===== src/sv/bubble_sort_ascending_defines.svh =====
// Assertion macros shared by the sorter modules.
`ifndef BUBBLE_SORT_ASCENDING_DEFINES_SVH
`define BUBBLE_SORT_ASCENDING_DEFINES_SVH

// Same-cycle implication, checked on every rising edge outside reset.
`define BSA_ASSERT_NOW(label, ante, cons, msg) \
  label: assert property (@(posedge clk) disable iff (rst) (ante) |-> (cons)) \
    else $error(msg);

// Next-cycle implication, checked on every rising edge outside reset.
`define BSA_ASSERT_NEXT(label, ante, cons, msg) \
  label: assert property (@(posedge clk) disable iff (rst) (ante) |=> (cons)) \
    else $error(msg);

`endif


===== src/sv/bsa_pkg.sv =====
`default_nettype none

package bsa_pkg;

  localparam int DEPTH = 64;
  localparam int VAL_W = 32;
  localparam int CNT_W = $clog2(DEPTH + 1);

  typedef logic signed [VAL_W-1:0] sample_t;
  typedef logic [CNT_W-1:0] count_t;

  typedef struct packed {
    logic store;
    logic mark_over;
    logic sort;
    logic odd;
    logic emit;
    logic clear;
  } bsa_cmd_t;

  typedef struct packed {
    logic   full;
    count_t count;
    logic   last_out;
  } bsa_status_t;

endpackage

`default_nettype wire


===== src/sv/bsa_ctrl.sv =====
`default_nettype none

module bsa_ctrl (
  input  logic               clk,
  input  logic               rst,
  input  logic               s_tvalid,
  input  logic               s_tlast,
  output logic               s_tready,
  output logic               m_tvalid,
  input  logic               m_tready,
  input  bsa_pkg::bsa_status_t stat,
  output bsa_pkg::bsa_cmd_t    cmd
);
  import bsa_pkg::*;

  typedef enum logic [2:0] {
    S_LOAD = 3'b001,
    S_SORT = 3'b010,
    S_EMIT = 3'b100
  } bsa_state_t;

  bsa_state_t state;
  bsa_state_t state_next;
  count_t     pass;
  count_t     pass_next;

  always_comb begin
    state_next = state;
    pass_next  = pass;
    cmd        = '0;
    s_tready   = 1'b0;
    m_tvalid   = 1'b0;
    case (state)
      S_LOAD: begin
        s_tready = 1'b1;
        if (s_tvalid) begin
          cmd.store     = !stat.full;
          cmd.mark_over = stat.full;
          if (s_tlast) begin
            state_next = S_SORT;
            pass_next  = '0;
          end
        end
      end
      S_SORT: begin
        cmd.sort  = 1'b1;
        cmd.odd   = pass[0];
        pass_next = pass + count_t'(1);
        if (pass == stat.count - count_t'(1)) begin
          state_next = S_EMIT;
        end
      end
      S_EMIT: begin
        m_tvalid = 1'b1;
        if (m_tready) begin
          cmd.emit = 1'b1;
          if (stat.last_out) begin
            cmd.clear  = 1'b1;
            state_next = S_LOAD;
          end
        end
      end
      default: begin
        state_next = S_LOAD;
      end
    endcase
  end

  always_ff @(posedge clk) begin
    if (rst) begin
      state <= S_LOAD;
      pass  <= '0;
    end else begin
      state <= state_next;
      pass  <= pass_next;
    end
  end

  `include "bubble_sort_ascending_defines.svh"

  `BSA_ASSERT_NEXT(a_sort_has_data, state == S_LOAD && state_next == S_SORT, stat.count != '0, "sort started with an empty set")
  `BSA_ASSERT_NOW(a_sort_passes, state == S_SORT, pass < stat.count, "sort pass count ran past the set size")
  `BSA_ASSERT_NEXT(a_emit_to_load, state == S_EMIT && cmd.clear, state == S_LOAD && stat.count == '0, "set not cleared after the final transaction")

endmodule

`default_nettype wire


===== config.mk =====
export PLATFORM = sky130hd
export DESIGN_NAME = bsa_ctrl
export DESIGN_NICKNAME = d
export VERILOG_FILES = /design/src/sv/bsa_pkg.sv /design/src/sv/bsa_ctrl.sv
export VERILOG_INCLUDE_DIRS = /design/src /design/src/sv
export SDC_FILE = /design/constraint.sdc
export NUM_CORES = 1
export LEC_CHECK = 0
export ABC_CLOCK_PERIOD_IN_PS = 3500
export BUFFER_PORTS_ARGS = -buffer_cell sky130_fd_sc_hd__buf_2
export CAP_MARGIN = 40
export CORE_AREA = 2 2 45 47
export CTS_CLUSTER_DIAMETER = 120
export CTS_CLUSTER_SIZE = 24
export DETAILED_ROUTE_END_ITERATION = 12
export DIE_AREA = 0 0 47 49
export PLACE_DENSITY = 0.72
export SETUP_SLACK_MARGIN = 0.5
export SLEW_MARGIN = 20
export SYNTH_ARGS = -nofsm -noshare
export SYNTH_HDL_FRONTEND = slang
export SYNTH_SLANG_ARGS = --single-unit

===== constraint.sdc =====
create_clock -name clk -period 3.5 [get_ports clk]
set_input_delay 0.7 -clock clk [delete_from_list [all_inputs] [get_ports clk]]
set_output_delay 0.7 -clock clk [all_outputs]
set_load 0.1 [all_outputs]

==> reports/results.tsv <==
metric	value	unit
Die Wd	47	um
Core Box Area	1840	um^2
clk sinks	10	
fmax	436	MHz
Syn Inst Count	83	
MaxCap Viol Count	0	
Max IR drop VDD	0.143	mV
DRC	0	
wire per inst	10.6	um
initial antenna violation count	0	
max_slew headroom	63.8	%
critical path capture point type	primary output	
NumNets Final	124	
required time worst endpoint	2800	ps
Seq/Total Area, Yosys	29.3	%
CP Max Fanout	6	
cts repair resizes	0	
final instance area	863	um^2
Clock H-tree levels	1	
most frequent cells in the layout	buf_2 (21), dfxtp_1 (10), nor2_1 (8)	
CTS tree	done	
total track usage	13.4	%
DP HPWL	1170	um
worst-margin pin slew	543	ps
CTS max path bufs	2	
Area Growth Syn to Fin	26.4	%
via count of the routed design	691	
clk root buf	clkbuf_4	
Synth Cell Area	683	um^2
Hold/Removal Path Class	reg -> reg	
worst slack, placed	1120	ps
ratio of cells with drive above 1 in the final layout	30.8	%
CTS hold repair buffers	0	
setup TNS	0	ps
DR pass1 iterations	6	
Std-Cell Rows	16	
Clock Skew	5.34	ps
Max Slew Vio Count	0	
leakage	0.376	nW
Cell Pwr Density	338	nW/um^2
critical path class	reg -> out	
CTS clk-pin slew, worst paths	70	ps
Cell Area, Placed	827	um^2
WL final	1420	um
clk_lat worst skew	270	ps
EDFF count, synth	0	
Post-Syn Nets	99	
most common library cell in the layout ignoring fill and taps	buf_2	
first-pass GRT wire length	2240	um
Syn Area/Cell	8.23	um^2
IO Count	22	
Top FF cell, synth	dfxtp_1	
Starting Density	37.1	%
Crit-path slowest cell	buf_2	
Layout Cells excl Fill	134	
Final setup viols	0	
Placed Cells	130	
Tmin final	2290	ps
routability congestion estimate from global placement	0.847	
Worst Hold Slack	534	ps
RSZ-0062 raised after global routing	no	
startpoint types	flop	
DRT iter0 DRCs	9	
Cell variety after synth	29	
final worst slack	1210	ps
Die Footprint	2300	um^2
via count of the first global-routing pass	592	
WP data arrival	1590	ps
Num CTS Buffers	3	
CP bufs+invs	1	
ys async rst share	0	%
CP cell instances	nand2b_1, nor2_2, and2_1, buf_2	
Final Core Density	46.9	%
max incr delay on CP	420	ps
period utilization	65.5	%
outcome	finished clean	
FF+latch count, synth	10	
Synth Warn #	0	
Final Hold Vio Count	0	
antenna viol nets, final	0	
Antenna Cells	0	
Tot Pwr	0.292	mW
Die Ht	49	um
largest delay contributor family on the critical path	simple AND/OR/NAND/NOR gates	
via/cell ratio	5.16	
grt total ovfl	0	
port buffer count	21	
largest net degree at the start of global routing	9	
Post-CTS Setup Bufs	0	
==> worst reg2reg max path, stage by stage (launching register included) <==
cell and delay, ps:
dfxtp_1 350, nand4b_1 190, a21oi_1 480, and4_1 280, xnor2_1 130, nor2_1 50
==> routing by layer <==
metal  vias to the layer above  track usage, %  share of wire (%)
li1                        344               -                  -
met1                       322            15.9                 43
met2                        20            21.2                 50
met3                         5            2.22                3.7
met4                         0            8.33                2.8
met5                         -               0                  0
==> synth_stat cells (2+ instances only) <==
cell type / number / area, um^2
nor2_1: 11 / 41.3
dfxtp_1: 10 / 200
xnor2_1: 7 / 61.3
xor2_1: 6 / 52.6
a21oi_1: 5 / 25.0
nand2_1: 5 / 18.8
and3_1: 4 / 25.0
inv_1: 4 / 15.0
nand2b_1: 3 / 18.8
a211oi_1: 2 / 15.0
and2_1: 2 / 12.5
and4_1: 2 / 17.5
ha_1: 2 / 25.0
nand4_1: 2 / 12.5
nor3_1: 2 / 10.0
nor4_2: 2 / 25.0
o31ai_1: 2 / 15.0
==> cell type report <==
type / count / area, um^2
fill: 190 / 978
multi-input combinational: 68 / 473
sequential: 10 / 200
timing repair buffer: 21 / 105
clock buffer: 4 / 36.3
tap: 27 / 33.8
inverter: 4 / 15.0
==> power by group <==
group          internal [mW]  total, mW  leakage, nW  switching, mW
logic                 0.0207     0.0697        0.274         0.0489
clock network         0.0632      0.104       0.0210         0.0403
registers              0.116      0.119       0.0809        0.00271
==> flip-flops by register name, indices dropped and copies added (netlist names) <==
| signal | flops |
|---|---|
| pass | 7 |
| state | 3 |
==> cell families (layout without fill, tap and decap cells) <==
family / Yosys count / count (layout) / synth area share [%]
and+or+nand+nor: 38 / 38 / 32.4
adders and majority gates: 2 / 2 / 3.66
xor gates and xnor gates: 13 / 13 / 16.7
buffers and inverters: 5 / 29 / 3.30
AOI/OAI and AO/OA: 15 / 15 / 14.7
DFF: 10 / 10 / 29.3
==> worst paths after layout <==
| check | startpoint | end | slack [ps] | cells past startpoint |
|---|---|---|---|---|
| setup / recovery | state[0]$_SDFFE_PP1P_ | cmd[2] | 1210 | 4 |
| hold / removal | pass[6]$_SDFFE_PP0P_ | pass[6]$_SDFFE_PP0P_ | 530 | 2 |
| setup reg to reg | state[1]$_SDFFE_PP0P_ | pass[3]$_SDFFE_PP0P_ | 1920 | 5 |
| hold reg to reg | pass[6]$_SDFFE_PP0P_ | pass[6]$_SDFFE_PP0P_ | 530 | 2 |
(Power assumes the default switching activity.)
